<file path="src/hdl/dqpb_pkg.sv">
// Shared types and constants for the DNS query packet builder.
// No dependencies; every other file in hdl/ refers to this package by scoped names.
package dqpb_pkg;

    // Input action codes
    localparam logic [1:0] ACT_START = 2'd0;
    localparam logic [1:0] ACT_CHAR  = 2'd1;
    localparam logic [1:0] ACT_END   = 2'd2;

    // Result status codes
    localparam logic [1:0] ST_OK         = 2'd0;
    localparam logic [1:0] ST_NAME_LONG  = 2'd1;
    localparam logic [1:0] ST_LABEL_LONG = 2'd2;

    localparam logic [7:0] DOT_CHAR   = 8'h2E;
    localparam logic [7:0] QCLASS_IN  = 8'd1;
    localparam logic [7:0] QDCOUNT_LO = 8'd1;

    // Field widths that the message format fixes
    localparam int LEN_W      = 6;   // label length, holds up to 63
    localparam int NAME_CNT_W = 9;   // name character count
    localparam int CMDQ_DEPTH = 4;   // command queue entries

    // Byte positions inside the fixed header and trailer
    localparam logic [LEN_W-1:0] HDR_ID_HI   = 6'd0;
    localparam logic [LEN_W-1:0] HDR_ID_LO   = 6'd1;
    localparam logic [LEN_W-1:0] HDR_FLAGS   = 6'd2;
    localparam logic [LEN_W-1:0] HDR_QD_LO   = 6'd5;
    localparam logic [LEN_W-1:0] HDR_LAST    = 6'd11;
    localparam logic [LEN_W-1:0] TRL_QT_HI   = 6'd1;
    localparam logic [LEN_W-1:0] TRL_QT_LO   = 6'd2;
    localparam logic [LEN_W-1:0] TRL_LAST    = 6'd4;

    typedef struct packed {
        logic [1:0]  action;
        logic [15:0] packet_id;
        logic [15:0] query_type;
        logic        recursion_desired;
        logic [7:0]  name_char;
    } item_t;

    typedef struct packed {
        logic [7:0] first_byte;
        logic [7:0] second_byte;
        logic [1:0] byte_count;
        logic       run_end;
        logic       packet_end;
        logic [1:0] status;
    } result_t;

    typedef enum logic [1:0] {
        CMD_HEAD,
        CMD_LABEL,
        CMD_TAIL,
        CMD_FAIL
    } cmd_kind_t;

    // One classified unit of work for the byte sequencer
    typedef struct packed {
        cmd_kind_t        kind;
        logic [1:0]       status;
        logic             has_label;
        logic [LEN_W-1:0] len;
        logic [15:0]      data16;   // packet ID for a header, QTYPE for a trailer
        logic             rd;
    } cmd_t;

    // Label memory write port
    typedef struct packed {
        logic             en;
        logic [LEN_W-1:0] addr;
        logic [7:0]       data;
    } store_wr_t;

endpackage

</file>
<file path="src/hdl/dqpb_front.sv">
// Front end: accepts input beats, tracks name and label state, writes label characters
// and turns start, dot, end and error beats into queue commands. Depends on dqpb_pkg.
module dqpb_front #(
    parameter int MAX_NAME_LEN  = 255,
    parameter int MAX_LABEL_LEN = 63
) (
    input  logic               clk,
    input  logic               rst_n,
    input  logic               item_valid,
    output logic               item_ready,
    input  dqpb_pkg::item_t    item,
    input  logic               fifo_full,
    input  logic               label_done,
    output logic               cmd_push,
    output dqpb_pkg::cmd_t     cmd,
    output dqpb_pkg::store_wr_t store_wr
);

    typedef enum logic {
        PH_IDLE,
        PH_NAME
    } phase_t;

    phase_t                             phase_reg, phase_next;
    logic [dqpb_pkg::LEN_W-1:0]         label_count_reg, label_count_next;
    logic                               label_ovf_reg, label_ovf_next;
    logic                               label_open_reg, label_open_next;
    logic [dqpb_pkg::NAME_CNT_W-1:0]    name_count_reg, name_count_next;
    logic [15:0]                        qtype_reg, qtype_next;
    logic                               label_busy_reg, label_busy_next;
    logic                               accept;

    // Stall while a label replays out of the shared store or the command queue is full
    assign item_ready = !fifo_full && !label_busy_reg;
    assign accept     = item_valid && item_ready;

    always_comb
    begin
        phase_next       = phase_reg;
        label_count_next = label_count_reg;
        label_ovf_next   = label_ovf_reg;
        label_open_next  = label_open_reg;
        name_count_next  = name_count_reg;
        qtype_next       = qtype_reg;
        label_busy_next  = label_busy_reg && !label_done;
        cmd_push         = 1'b0;
        cmd              = '0;
        store_wr         = '0;

        if (accept)
        begin
            if (item.action == dqpb_pkg::ACT_START)
            begin
                phase_next       = PH_NAME;
                label_count_next = '0;
                label_ovf_next   = 1'b0;
                label_open_next  = 1'b0;
                name_count_next  = '0;
                qtype_next       = item.query_type;
                cmd_push         = 1'b1;
                cmd.kind         = dqpb_pkg::CMD_HEAD;
                cmd.data16       = item.packet_id;
                cmd.rd           = item.recursion_desired;
            end
            else if (phase_reg == PH_NAME)
            begin
                unique case (item.action)
                    dqpb_pkg::ACT_CHAR:
                    begin
                        if (name_count_reg > dqpb_pkg::NAME_CNT_W'(MAX_NAME_LEN))
                        begin
                            cmd_push         = 1'b1;
                            cmd.kind         = dqpb_pkg::CMD_FAIL;
                            cmd.status       = dqpb_pkg::ST_NAME_LONG;
                            phase_next       = PH_IDLE;
                            label_count_next = '0;
                            label_ovf_next   = 1'b0;
                            label_open_next  = 1'b0;
                        end
                        else
                        begin
                            if (name_count_reg != '1)
                            begin
                                name_count_next = name_count_reg + 1'b1;
                            end
                            if (item.name_char != dqpb_pkg::DOT_CHAR)
                            begin
                                if (label_count_reg < dqpb_pkg::LEN_W'(MAX_LABEL_LEN))
                                begin
                                    store_wr.en      = 1'b1;
                                    store_wr.addr    = label_count_reg;
                                    store_wr.data    = item.name_char;
                                    label_count_next = label_count_reg + 1'b1;
                                end
                                else
                                begin
                                    label_ovf_next = 1'b1;
                                end
                                label_open_next = 1'b1;
                            end
                            else
                            begin
                                cmd_push         = 1'b1;
                                label_count_next = '0;
                                label_ovf_next   = 1'b0;
                                label_open_next  = 1'b0;
                                if (label_ovf_reg)
                                begin
                                    cmd.kind   = dqpb_pkg::CMD_FAIL;
                                    cmd.status = dqpb_pkg::ST_LABEL_LONG;
                                    phase_next = PH_IDLE;
                                end
                                else
                                begin
                                    cmd.kind        = dqpb_pkg::CMD_LABEL;
                                    cmd.has_label   = 1'b1;
                                    cmd.len         = label_count_reg;
                                    label_busy_next = 1'b1;
                                end
                            end
                        end
                    end
                    dqpb_pkg::ACT_END:
                    begin
                        cmd_push         = 1'b1;
                        phase_next       = PH_IDLE;
                        label_count_next = '0;
                        label_ovf_next   = 1'b0;
                        label_open_next  = 1'b0;
                        if (label_open_reg && label_ovf_reg)
                        begin
                            cmd.kind   = dqpb_pkg::CMD_FAIL;
                            cmd.status = dqpb_pkg::ST_LABEL_LONG;
                        end
                        else
                        begin
                            cmd.kind        = dqpb_pkg::CMD_TAIL;
                            cmd.has_label   = label_open_reg;
                            cmd.len         = label_count_reg;
                            cmd.data16      = qtype_reg;
                            label_busy_next = label_open_reg;
                        end
                    end
                    default:
                    begin
                        // unknown action: drop
                    end
                endcase
            end
        end
    end

    always_ff @(posedge clk or negedge rst_n)
    begin
        if (!rst_n)
        begin
            phase_reg       <= PH_IDLE;
            label_count_reg <= '0;
            label_ovf_reg   <= 1'b0;
            label_open_reg  <= 1'b0;
            name_count_reg  <= '0;
            qtype_reg       <= '0;
            label_busy_reg  <= 1'b0;
        end
        else
        begin
            phase_reg       <= phase_next;
            label_count_reg <= label_count_next;
            label_ovf_reg   <= label_ovf_next;
            label_open_reg  <= label_open_next;
            name_count_reg  <= name_count_next;
            qtype_reg       <= qtype_next;
            label_busy_reg  <= label_busy_next;
        end
    end

endmodule

</file>
<file path="src/hdl/dqpb_cmd_fifo.sv">
// Short command queue between the front end and the byte sequencer.
// Depends on dqpb_pkg for the command type and depth.
module dqpb_cmd_fifo (
    input  logic           clk,
    input  logic           rst_n,
    input  logic           push,
    input  dqpb_pkg::cmd_t din,
    input  logic           pop,
    output dqpb_pkg::cmd_t dout,
    output logic           full,
    output logic           empty
);

    localparam int PTR_W = $clog2(dqpb_pkg::CMDQ_DEPTH);
    localparam int CNT_W = $clog2(dqpb_pkg::CMDQ_DEPTH + 1);

    dqpb_pkg::cmd_t    entry_reg [dqpb_pkg::CMDQ_DEPTH];
    logic [PTR_W-1:0]  wr_ptr_reg, wr_ptr_next;
    logic [PTR_W-1:0]  rd_ptr_reg, rd_ptr_next;
    logic [CNT_W-1:0]  count_reg, count_next;
    logic              do_push, do_pop;

    assign full    = (count_reg == CNT_W'(dqpb_pkg::CMDQ_DEPTH));
    assign empty   = (count_reg == '0);
    assign dout    = entry_reg[rd_ptr_reg];
    assign do_push = push && !full;
    assign do_pop  = pop && !empty;

    always_comb
    begin
        wr_ptr_next = do_push ? wr_ptr_reg + 1'b1 : wr_ptr_reg;
        rd_ptr_next = do_pop ? rd_ptr_reg + 1'b1 : rd_ptr_reg;
        count_next  = count_reg;
        if (do_push && !do_pop)
        begin
            count_next = count_reg + 1'b1;
        end
        else if (do_pop && !do_push)
        begin
            count_next = count_reg - 1'b1;
        end
    end

    always_ff @(posedge clk or negedge rst_n)
    begin
        if (!rst_n)
        begin
            wr_ptr_reg <= '0;
            rd_ptr_reg <= '0;
            count_reg  <= '0;
        end
        else
        begin
            wr_ptr_reg <= wr_ptr_next;
            rd_ptr_reg <= rd_ptr_next;
            count_reg  <= count_next;
        end
    end

    always_ff @(posedge clk)
    begin
        if (do_push)
        begin
            entry_reg[wr_ptr_reg] <= din;
        end
    end

endmodule

</file>
<file path="src/hdl/dqpb_back.sv">
// Back end: byte sequencer replays header, labels and trailer one byte a cycle unless
// stalled; pairs bytes into results held in an output register. Depends on dqpb_pkg.
module dqpb_back #(
    parameter int MAX_LABEL_LEN = 63
) (
    input  logic                clk,
    input  logic                rst_n,
    input  dqpb_pkg::cmd_t      head,
    input  logic                empty,
    output logic                pop,
    output logic                label_done,
    input  dqpb_pkg::store_wr_t store_wr,
    output logic                result_valid,
    input  logic                result_ready,
    output dqpb_pkg::result_t   result
);

    localparam int ADDR_W = $clog2(MAX_LABEL_LEN);

    typedef enum logic [2:0] {
        S_IDLE,
        S_HEAD,
        S_LABEL,
        S_TAIL,
        S_FAIL
    } state_t;

    // One byte on its way from the issue stage to the pairing stage
    typedef struct packed {
        logic [7:0] byte_val;
        logic       use_mem;
        logic       last;
        logic       pkt_end;
        logic       fail;
        logic [1:0] status;
    } byte_item_t;

    logic [7:0]                 store_mem [MAX_LABEL_LEN];
    logic [7:0]                 rd_q;
    logic [ADDR_W-1:0]          rd_addr;
    logic [dqpb_pkg::LEN_W-1:0] pos_m1;

    state_t                     state_reg, state_next;
    logic [dqpb_pkg::LEN_W-1:0] pos_reg, pos_next;
    dqpb_pkg::cmd_t             cmd_reg, cmd_next;
    byte_item_t                 s2_reg, s2_next, iss;
    logic                       s2_valid_reg, s2_valid_next;
    logic [7:0]                 half_reg, half_next;
    logic                       half_valid_reg, half_valid_next;
    dqpb_pkg::result_t          out_reg, out_next;
    logic                       out_valid_reg, out_valid_next;
    logic                       go;
    logic [7:0]                 cur_byte;

    assign result_valid = out_valid_reg;
    assign result       = out_reg;
    assign go           = !out_valid_reg || result_ready;
    assign pos_m1       = pos_reg - 1'b1;
    assign cur_byte     = s2_reg.use_mem ? rd_q : s2_reg.byte_val;

    always_comb
    begin
        state_next      = state_reg;
        pos_next        = pos_reg;
        cmd_next        = cmd_reg;
        s2_next         = s2_reg;
        s2_valid_next   = s2_valid_reg;
        half_next       = half_reg;
        half_valid_next = half_valid_reg;
        out_next        = out_reg;
        out_valid_next  = out_valid_reg;
        pop             = 1'b0;
        label_done      = 1'b0;
        rd_addr         = '0;
        iss             = '0;

        if (go)
        begin
            // issue stage: pick the next byte of the current command
            s2_valid_next = 1'b0;
            unique case (state_reg)
                S_IDLE:
                begin
                    if (!empty)
                    begin
                        pop      = 1'b1;
                        cmd_next = head;
                        pos_next = '0;
                        unique case (head.kind)
                            dqpb_pkg::CMD_HEAD:  state_next = S_HEAD;
                            dqpb_pkg::CMD_LABEL: state_next = S_LABEL;
                            dqpb_pkg::CMD_TAIL:  state_next = head.has_label ? S_LABEL : S_TAIL;
                            dqpb_pkg::CMD_FAIL:  state_next = S_FAIL;
                            default:             state_next = S_IDLE;
                        endcase
                    end
                end
                S_HEAD:
                begin
                    s2_valid_next = 1'b1;
                    case (pos_reg)
                        dqpb_pkg::HDR_ID_HI: iss.byte_val = cmd_reg.data16[15:8];
                        dqpb_pkg::HDR_ID_LO: iss.byte_val = cmd_reg.data16[7:0];
                        dqpb_pkg::HDR_FLAGS: iss.byte_val = {7'd0, cmd_reg.rd};
                        dqpb_pkg::HDR_QD_LO: iss.byte_val = dqpb_pkg::QDCOUNT_LO;
                        default:             iss.byte_val = 8'd0;
                    endcase
                    if (pos_reg == dqpb_pkg::HDR_LAST)
                    begin
                        iss.last   = 1'b1;
                        state_next = S_IDLE;
                    end
                    else
                    begin
                        pos_next = pos_reg + 1'b1;
                    end
                end
                S_LABEL:
                begin
                    s2_valid_next = 1'b1;
                    if (pos_reg == '0)
                    begin
                        iss.byte_val = {{(8 - dqpb_pkg::LEN_W){1'b0}}, cmd_reg.len};
                    end
                    else
                    begin
                        iss.use_mem = 1'b1;
                        rd_addr     = pos_m1[ADDR_W-1:0];
                    end
                    if (pos_reg == cmd_reg.len)
                    begin
                        label_done = 1'b1;
                        pos_next   = '0;
                        if (cmd_reg.kind == dqpb_pkg::CMD_TAIL)
                        begin
                            state_next = S_TAIL;
                        end
                        else
                        begin
                            iss.last   = 1'b1;
                            state_next = S_IDLE;
                        end
                    end
                    else
                    begin
                        pos_next = pos_reg + 1'b1;
                    end
                end
                S_TAIL:
                begin
                    s2_valid_next = 1'b1;
                    case (pos_reg)
                        dqpb_pkg::TRL_QT_HI: iss.byte_val = cmd_reg.data16[15:8];
                        dqpb_pkg::TRL_QT_LO: iss.byte_val = cmd_reg.data16[7:0];
                        dqpb_pkg::TRL_LAST:  iss.byte_val = dqpb_pkg::QCLASS_IN;
                        default:             iss.byte_val = 8'd0;
                    endcase
                    if (pos_reg == dqpb_pkg::TRL_LAST)
                    begin
                        iss.last    = 1'b1;
                        iss.pkt_end = 1'b1;
                        state_next  = S_IDLE;
                    end
                    else
                    begin
                        pos_next = pos_reg + 1'b1;
                    end
                end
                S_FAIL:
                begin
                    s2_valid_next = 1'b1;
                    iss.fail      = 1'b1;
                    iss.last      = 1'b1;
                    iss.pkt_end   = 1'b1;
                    iss.status    = cmd_reg.status;
                    state_next    = S_IDLE;
                end
                default:
                begin
                    state_next = S_IDLE;
                end
            endcase
            s2_next = iss;

            // pairing stage: combine bytes into results
            out_valid_next = 1'b0;
            if (s2_valid_reg)
            begin
                if (s2_reg.fail)
                begin
                    out_valid_next  = 1'b1;
                    out_next        = '0;
                    out_next.run_end    = 1'b1;
                    out_next.packet_end = 1'b1;
                    out_next.status     = s2_reg.status;
                    half_valid_next = 1'b0;
                end
                else if (half_valid_reg)
                begin
                    out_valid_next          = 1'b1;
                    out_next.first_byte     = half_reg;
                    out_next.second_byte    = cur_byte;
                    out_next.byte_count     = 2'd2;
                    out_next.run_end        = s2_reg.last;
                    out_next.packet_end     = s2_reg.last && s2_reg.pkt_end;
                    out_next.status         = dqpb_pkg::ST_OK;
                    half_valid_next         = 1'b0;
                end
                else if (s2_reg.last)
                begin
                    out_valid_next          = 1'b1;
                    out_next.first_byte     = cur_byte;
                    out_next.second_byte    = 8'd0;
                    out_next.byte_count     = 2'd1;
                    out_next.run_end        = 1'b1;
                    out_next.packet_end     = s2_reg.pkt_end;
                    out_next.status         = dqpb_pkg::ST_OK;
                end
                else
                begin
                    half_next       = cur_byte;
                    half_valid_next = 1'b1;
                end
            end
        end
    end

    always_ff @(posedge clk or negedge rst_n)
    begin
        if (!rst_n)
        begin
            state_reg      <= S_IDLE;
            pos_reg        <= '0;
            cmd_reg        <= '0;
            s2_reg         <= '0;
            s2_valid_reg   <= 1'b0;
            half_reg       <= '0;
            half_valid_reg <= 1'b0;
            out_reg        <= '0;
            out_valid_reg  <= 1'b0;
        end
        else
        begin
            state_reg      <= state_next;
            pos_reg        <= pos_next;
            cmd_reg        <= cmd_next;
            s2_reg         <= s2_next;
            s2_valid_reg   <= s2_valid_next;
            half_reg       <= half_next;
            half_valid_reg <= half_valid_next;
            out_reg        <= out_next;
            out_valid_reg  <= out_valid_next;
        end
    end

    // Label store: one write port from the front end, one registered read port
    always_ff @(posedge clk)
    begin
        if (store_wr.en)
        begin
            store_mem[store_wr.addr[ADDR_W-1:0]] <= store_wr.data;
        end
        if (go)
        begin
            rd_q <= store_mem[rd_addr];
        end
    end

endmodule

</file>
<file path="src/hdl/dns_query_packet_builder_top.sv">
// DNS query packet builder: start beat -> 12-byte header, name characters -> length-prefixed
// labels, end beat -> terminator, QTYPE and QCLASS; results carry up to two bytes each.
// The sequencer pops a command, then replays its bytes one per cycle while the output is
// not stalled; input stalls while a closed label replays from the label store or the
// command queue is full. Reset (rst_n, async low) clears all registers except the label
// store, the command queue entries and the store read data.
module dns_query_packet_builder_top #(
    parameter int MAX_NAME_LEN  = 255,
    parameter int MAX_LABEL_LEN = 63
) (
    input  logic              clk,
    input  logic              rst_n,
    input  logic              item_valid,
    output logic              item_ready,
    input  dqpb_pkg::item_t   item,
    output logic              result_valid,
    input  logic              result_ready,
    output dqpb_pkg::result_t result
);

    dqpb_pkg::cmd_t      cmd_in;
    dqpb_pkg::cmd_t      cmd_head;
    dqpb_pkg::store_wr_t store_wr;
    logic                cmd_push;
    logic                cmd_pop;
    logic                fifo_full;
    logic                fifo_empty;
    logic                label_done;

    // Front end: classify beats, hold name/label counters, fill the label store
    dqpb_front #(
        .MAX_NAME_LEN  (MAX_NAME_LEN),
        .MAX_LABEL_LEN (MAX_LABEL_LEN)
    ) u_front (
        .clk        (clk),
        .rst_n      (rst_n),
        .item_valid (item_valid),
        .item_ready (item_ready),
        .item       (item),
        .fifo_full  (fifo_full),
        .label_done (label_done),
        .cmd_push   (cmd_push),
        .cmd        (cmd_in),
        .store_wr   (store_wr)
    );

    // Command queue decouples classification from byte replay
    dqpb_cmd_fifo u_cmd_fifo (
        .clk   (clk),
        .rst_n (rst_n),
        .push  (cmd_push),
        .din   (cmd_in),
        .pop   (cmd_pop),
        .dout  (cmd_head),
        .full  (fifo_full),
        .empty (fifo_empty)
    );

    // Back end: replay bytes, pair them, hold the result beat until taken
    dqpb_back #(
        .MAX_LABEL_LEN (MAX_LABEL_LEN)
    ) u_back (
        .clk          (clk),
        .rst_n        (rst_n),
        .head         (cmd_head),
        .empty        (fifo_empty),
        .pop          (cmd_pop),
        .label_done   (label_done),
        .store_wr     (store_wr),
        .result_valid (result_valid),
        .result_ready (result_ready),
        .result       (result)
    );

    // A command is never pushed into a full queue
    assert property (@(posedge clk) disable iff (!rst_n) cmd_push |-> !fifo_full)
        else $error("command pushed into full queue");

    // An error beat carries no bytes and closes both run and packet
    assert property (@(posedge clk) disable iff (!rst_n)
        (result_valid && result.status != dqpb_pkg::ST_OK) |->
        (result.byte_count == 2'd0 && result.run_end && result.packet_end))
        else $error("error beat malformed");

    // A packet end beat is always the last beat of its run
    assert property (@(posedge clk) disable iff (!rst_n)
        (result_valid && result.packet_end) |-> result.run_end)
        else $error("packet end without run end");

endmodule
</file>
<file path="config.mk">
export PLATFORM = sky130hd
export DESIGN_NAME = dns_query_packet_builder_top
export DESIGN_NICKNAME = d
export VERILOG_FILES = /design/src/hdl/dqpb_pkg.sv /design/src/hdl/dqpb_front.sv /design/src/hdl/dqpb_cmd_fifo.sv /design/src/hdl/dqpb_back.sv /design/src/hdl/dns_query_packet_builder_top.sv
export SDC_FILE = /design/constraint.sdc
export NUM_CORES = 1
export LEC_CHECK = 0
export ABC_AREA = 1
export BUFFER_PORTS_ARGS = -buffer_cell sky130_fd_sc_hd__buf_2
export CAP_MARGIN = 20
export CORE_MARGIN = 2
export CORE_UTILIZATION = 25
export DETAILED_ROUTE_END_ITERATION = 16
export PLACE_DENSITY = 0.4
export SYNTH_ARGS = -nofsm -noshare
export SYNTH_HDL_FRONTEND = slang
export SYNTH_SLANG_ARGS = --single-unit
</file>
<file path="constraint.sdc">
create_clock -name clk -period 5.69 [get_ports clk]
set_input_delay 0 -clock clk [delete_from_list [all_inputs] [get_ports clk]]
set_output_delay 0 -clock clk [all_outputs]
set_load 0.005 [all_outputs]
</file>
; ---- Word-level counts from Yosys, hierarchy flattened
; Memories as Yosys holds them, arrays and structs flattened. A register that Yosys moved wholly into a read port is not among the register bits.
; Cells that the tools add are included.
[op_classes]
mux = 119
n_reduce_logical = 41
n_lt_le_gt_ge = 2
n_bitwise = 4
addsub = 8
eq_ne = 28
[op_table]
columns = cell, n
row1 = $mux 15, 7
row2 = $mux 6, 13
row3 = $mux 22, 3
row4 = $mux 9, 6
row5 = $mux 1, 52
row6 = $pmux 8 s3, 2
row7 = $mux 16, 2
row8 = $pmux 8 s4, 1
row9 = $mux 28, 1
row10 = $mux 27, 1
row11 = $pmux 3 s4, 2
row12 = $pmux 6 s4, 1
row13 = $mux 23, 1
row14 = $pmux 11 s2, 1
row15 = $mux 3, 7
row16 = $reduce_and 5->1, 4
row17 = $mux 7, 2
row18 = $add 6x1->6 const B, 2
row19 = $eq 6x3->1 const B, 2
row20 = $mux 2, 6
row21 = $pmux 1 s2, 6
row22 = $pmux 6 s2, 1
row23 = $mux 11, 1
row24 = $ne 5x3->1 const B, 2
row25 = other kinds (37), 76
[totals]
output_inout_bits = 24
ff_bits = 125
ram_bits = 616
n_memories = 2
inputBits = 47
word_cells = 237
[mem_list]
columns = memory, depth, word_bits, read_ports, rd_clocked_by_memory_dff, wr, line
row1 = u_back.store_mem, 63, 8, 1, 1, 1, dqpb_back.sv:38  ; logic [7:0] store_mem [MAX_LABEL_LEN];
row2 = u_cmd_fifo.entry_reg, 4, 28, 1, 0, 1, dqpb_cmd_fifo.sv:17  ; dqpb_pkg::cmd_t entry_reg [dqpb_pkg::CMDQ_DEPTH];

; ---- Longest topological paths before layout
[depth]
depth_word = 13
depth_mapped = 17
mapped_depth_nobuf = 17

; ---- Cells and area by module
; A second synthesis with hierarchy kept.
[unflattened]
cells_unflattened = 3363
area_unflattened_um2 = 34420.5
[by_module_without_submodules]
columns = module, n_inst, cells_per_inst, seq_area_each_um2, area_per_inst_um2
row1 = dqpb_back, 1, 2623, 17451.7, 26849.5
row2 = dqpb_cmd_fifo, 1, 388, 3538.4, 4994.8
row3 = dqpb_front, 1, 352, 875.8, 2576.2

; ---- Worst setup path after synthesis
; OpenSTA, ideal clock, no wires.
[synth_timing]
path_kind = register to register
from = register u_front.name_count_reg[0] (netlist name)
to = memory u_back.store_mem[0][3] (data pin)
n_path_buf = 1
setup_slack_ns = 1.993
required_time_ns = 5.195
setup_ns = 0.495
synth_period_minus_slack_ns = 3.697
arrival_ns = 3.202
path_stages_with_launch = 12
cell_sequence = dfrtp_1 ha_1 nand4_1 nor3_1 ha_1 inv_1 nand2_2 nand2_1 nor2_2 nand3_2 buf_2 nor2_1
[synth_rtl]
columns = item, line
row1 = "start, declared", dqpb_front.sv:28  ; logic [dqpb_pkg::NAME_CNT_W-1:0] name_count_reg, name_count_next;
row2 = "start signal, assigned", dqpb_front.sv:171  ; name_count_reg <= name_count_next;
row3 = "end, declared", dqpb_back.sv:38

; ---- Final worst setup path
[layout_timing]
from = register u_front.name_count_reg[0] (netlist name)
to = memory u_back.store_mem[61][6], enable pin
[layout_via]
elab_chain_cells = 8
[layout_rtl]
columns = item, line
row1 = $gt 9x8->1 (*), dqpb_front.sv:70  ; if (name_count_reg > dqpb_pkg::NAME_CNT_W'(MAX_NAME_LEN))
row2 = $mux 15 (*), dqpb_front.sv:70
row3 = $mux 15 (*), dqpb_front.sv:67  ; unique case (item.action)
row4 = $mux 15 (*), dqpb_front.sv:65  ; else if (phase_reg == PH_NAME)
row5 = $mux 15 (*), dqpb_front.sv:52  ; if (item.action == dqpb_pkg::ACT_START)
row6 = $mux 15 (*), dqpb_front.sv:50  ; if (accept)
row7 = $mux 1, dqpb_back.sv:259  ; if (store_wr.en)
row8 = $mux 1 (implied by the code), dqpb_back.sv:261  ; store_mem[store_wr.addr[ADDR_W-1:0]] <= store_wr.data;
; Every way passes the cells marked *; elsewhere a longest branch is shown, timed or not.

==> results summary <==
The number of buffers created by CTS is 86. The average footprint of a synthesized cell is approximately 10 sq um. The floorplan step defined a core boundary enclosing approximately 0.13 sq mm. At the placement stage, the worst setup path has a slack of between 1.5 and 2 ns. The post-route antenna net violation count came out at 0.

The total power of the final layout came out at approximately 17000 uW. The met3 capacity usage during global routing came out at 0.0226. The count of clock tree sinks is between 700 and 800.

The count of non-filler cells in the finished layout is around 5000. The max-slew violation count came to 0. Leaving out fill and tap cells, the most frequent cell in the layout is edfxtp_1.

Counting every instance in the synthesized netlist gives around 3200. The H-tree depth reported by CTS came out at 3. The adder and majority gate portion of the synthesized area came out at 0.00845. The path class of the tightest hold or removal check is input port to flip-flop. The startpoint kind of the worst setup timing path is a flip-flop.

After synthesis, the largest family of logic cells by area is simple AND/OR/NAND/NOR gates. Counting flops with an async set or reset pin after synthesis yields a share of 0.167. The final routed wire length divided by cell count is 20.7 um. The final route contains 23484 vias. The cell area after technology mapping is roughly 0.033 sq mm.

The aggregate global-route resource usage is 0.154. The normalized max-slew margin is 0.265. The residual DRC count is 0.

The maximum clock skew at final layout is around 0.035 ns. Counting flops with a built-in enable in the synthesized netlist gives about 620. The clock-pin slew on the worst setup and hold paths is roughly 0.06 ns.

The share of the synthesized netlist area taken by xor and xnor gates came out at 0.00262. The layout overhead on the synthesized area is 16.8%. In this run the most used layer during global routing was met2. Setup repair after global routing left no endpoint under its margin.

The met1 layer usage reported by global route came out at 0.205. The fraction of synthesized area in multiplexers is 0.000336. The peak per-stage delay on the critical path is 0.97 ns. The critical path goes through ha_1 -> nand4_1 -> nor3_1 -> ha_1 -> inv_1 -> nand2_2 -> nand2_1 -> nor2_2 -> nand3_2 -> buf_4 -> nor2_1 -> nand3_1 -> nor2_1. In this run the worst path has a maximum fanout of 14. In the post-route analysis, the smallest setup slack over all paths is 1.57 ns. The worst-case IR drop observed on VDD is ~550 uV. The prevailing post-synth register cell is edfxtp_1. The number of setup violations in the final report is 0.

The worst-margin pin slew is 1.09 ns. The number of max-cap violations came out at 0. The met2 demand-to-capacity share in global routing is 0.261.

Counting the fill cells in the layout gives 13932. The analysis attributes to cell leakage a power of roughly 0.015 uW. The number of ports placed on the die boundary came out at just over 70. The clock latency reported for the late side of the worst-skew pair came out at between 0.6 and 0.7 ns. The maximum number of pins on one net before global-route repair is about 180. The number of rows in the core area is around 130. The number of buffers inserted by port buffering is 70. The routability congestion estimate came out at slightly below 0.8. The wire length of the first global-routing pass is around 160 mm. The final count of hold timing violations came out at 0. Data on the critical path is required at its endpoint by between 5 and 6 ns. The number of distinct standard cells referenced by the synthesized netlist came out at 53. The via count of the first global-routing pass is 23511.

TritonCTS built the clock tree. The first detailed-routing pass took 5 iterations. The die is between 300 and 400 um wide.

The initial utilization of the core area, before any placement, comes to 0.252. The number of buffers added for setup after CTS came out at 0. The post-route fraction of the period consumed by the critical path came out at 0.725. The run finished with clean final reports.

The number of vias per cell came out at between 4 and 5. Leaving out fill and tap cells, the most frequent cells in the layout are edfxtp_1 (624), inv_1 (458), nand2_1 (420). The buffer depth of the longest clock path is 3. The tightest hold margin came out at 0.0561 ns. The total wirelength of the detailed-routed design is 106 mm. The die area is around 0.14 sq mm. The placed wire-length estimate came out at about 63 mm. The fmax came out at around 0.24 GHz.

The share of cells above drive strength 1 came out at 0.100. The power density normalized to cell area came out at roughly 430 mW/mm^2. The sum of negative setup slack is 0 ns.

The number of inserted diodes is 0. The library cell contributing the largest single delay on the critical path is nor2_1. The number of antenna violations at the first check in global routing is 6.

The leftover overflow at the end of global routing is 0. The endpoint arrival time on the critical path came out at about 4.4 ns. During synthesis, Yosys emitted a total of 0 warnings. The part of the Yosys area used for sequential elements is 0.653. The root buffer selected by CTS is clkbuf_16. The worst path in the final design needs a cycle of between 4 and 5 ns, including I/O delays and setup. The worst setup path is captured at a flip-flop. The setup path with the least slack is of type flip-flop to flip-flop. The number of flip-flops in the largest register is just over 500.

The share of the synthesized area in compound gates (AO/OA/AOI/OAI) was 0.0549. Counting every net in the synthesized netlist gives around 3300. The total placed cells including tap cells is between 4000 and 5000. The DRC marker count from the first detailed-route iteration is roughly 1900. The height of the die came out at roughly 370 um. The post-synthesis share of cell area spent on and, or, nand and nor gates came out at 0.203. For this run, the post-layout net count is 3360.

The flip-flop and latch count after synthesis is 749.
-- where the power goes --
| part | internal [uW] | switching, uW |
|---|---|---|
| Combinational | 1160 | 3350 |
| Sequential | 6400 | 302 |
| Clock | 3250 | 2360 |
| Total | 10800 | 6010 |
-- cells in the mapped netlist, types with 2 or more instances --
library cell  count  share of area
buf_6             2        0.00067
nor2_4            3         0.0010
o22ai_1          42         0.0078
inv_2             6        0.00067
buf_2            81          0.012
nand3_2           4         0.0012
nand3_4           2         0.0010
o221ai_1          2        0.00052
buf_4            11         0.0025
a22oi_1          12         0.0027
a21oi_1          29         0.0043
nor2_1          330          0.037
nor2_2            4        0.00075
nor4_1            3        0.00056
nand3_1         416          0.062
xor2_1            7         0.0018
nand2_1         420          0.047
a32oi_1           3        0.00078
buf_1            18         0.0020
nor3b_1           2        0.00045
nor3_2            2        0.00060
nor3_1           20         0.0030
nand4_1         191          0.036
xnor2_1           3        0.00078
ha_1             21         0.0078
o211ai_1          3        0.00067
or2_2            51         0.0095
nand4_2           2        0.00075
clkbuf_1         74         0.0083
a31oi_1           2        0.00037
nand2_2           5        0.00093
inv_1           459          0.051
o21ai_1          25         0.0037
dfrtp_1         125          0.093
edfxtp_1        624           0.56
o31ai_1           4        0.00090
o2111ai_1         2        0.00052
o21ai_0         203          0.030
-- what timing repair did --
item	CTS	global route
gates resized for setup	0	0
hold buffers	45	0
endpoints found under the hold margin	218	0
setup endpoints to repair	0	0
-- logic make-up after synthesis --
family                     count (synthesis)
and+or+nand+nor                         1459
DFF                                      749
buffers and inverters                    652
AOI/OAI and AO/OA                        335
adders and majority gates                 22
xor gates and xnor gates                  10
muxes                                      1
-- metrics by stage --
stage                     area, sq um  utilization
after floorplan                 33500            -
final                           39100        0.294
after CTS                       39000        0.293
after detailed placement        35800        0.269
after global placement          35800        0.269
after global routing            39100        0.294
-- layer usage --
layer  vias up  routed length, um
met1     11671              47200
met4         0               2560
li1      11207                  -
met5         -                  0
met3       141               4680
met2       465              51500
-- final cells by class --
class,count,area (sq um),share of cell area
flip-flops and latches,749,21900,0.559
multi-input cells,1827,9130,0.234
clock buffers,108,2310,0.0590
well taps,1768,2210,0.0566
inverters,466,1760,0.0449
repair buffers,161,1320,0.0337
clock inverters,51,504,0.0129
-- worst max-delay path, delay by kind of cell, from the launching register on --
family,cells,cell delay (ns)
adders and majority gates,2,0.41
buffers and inverters,2,0.30
and+or+nand+nor,9,2.67
DFF,1,0.38
-- path summary, 6_finish.rpt --
path | startpoint | endpoint | slack, ns | cells past startpoint
worst max-delay path | u_front.name_count_reg[0] | u_back.store_mem[61][6] | 1.57 | 13
worst min-delay path | item[1] | u_back.store_mem[30][1] | 0.06 | 4
worst max register to register | u_front.name_count_reg[0] | u_back.store_mem[61][6] | 1.57 | 13
worst min register to register | u_back.result[4] | u_back.result[4] | 0.47 | 2
max in group asynchronous | rst_n | u_front.label_count_reg[5] | 3.88 | 5
min in group asynchronous | rst_n | u_front.qtype_reg[14] | 0.44 | 3
Note: power is estimated with default switching activity, not from simulation.
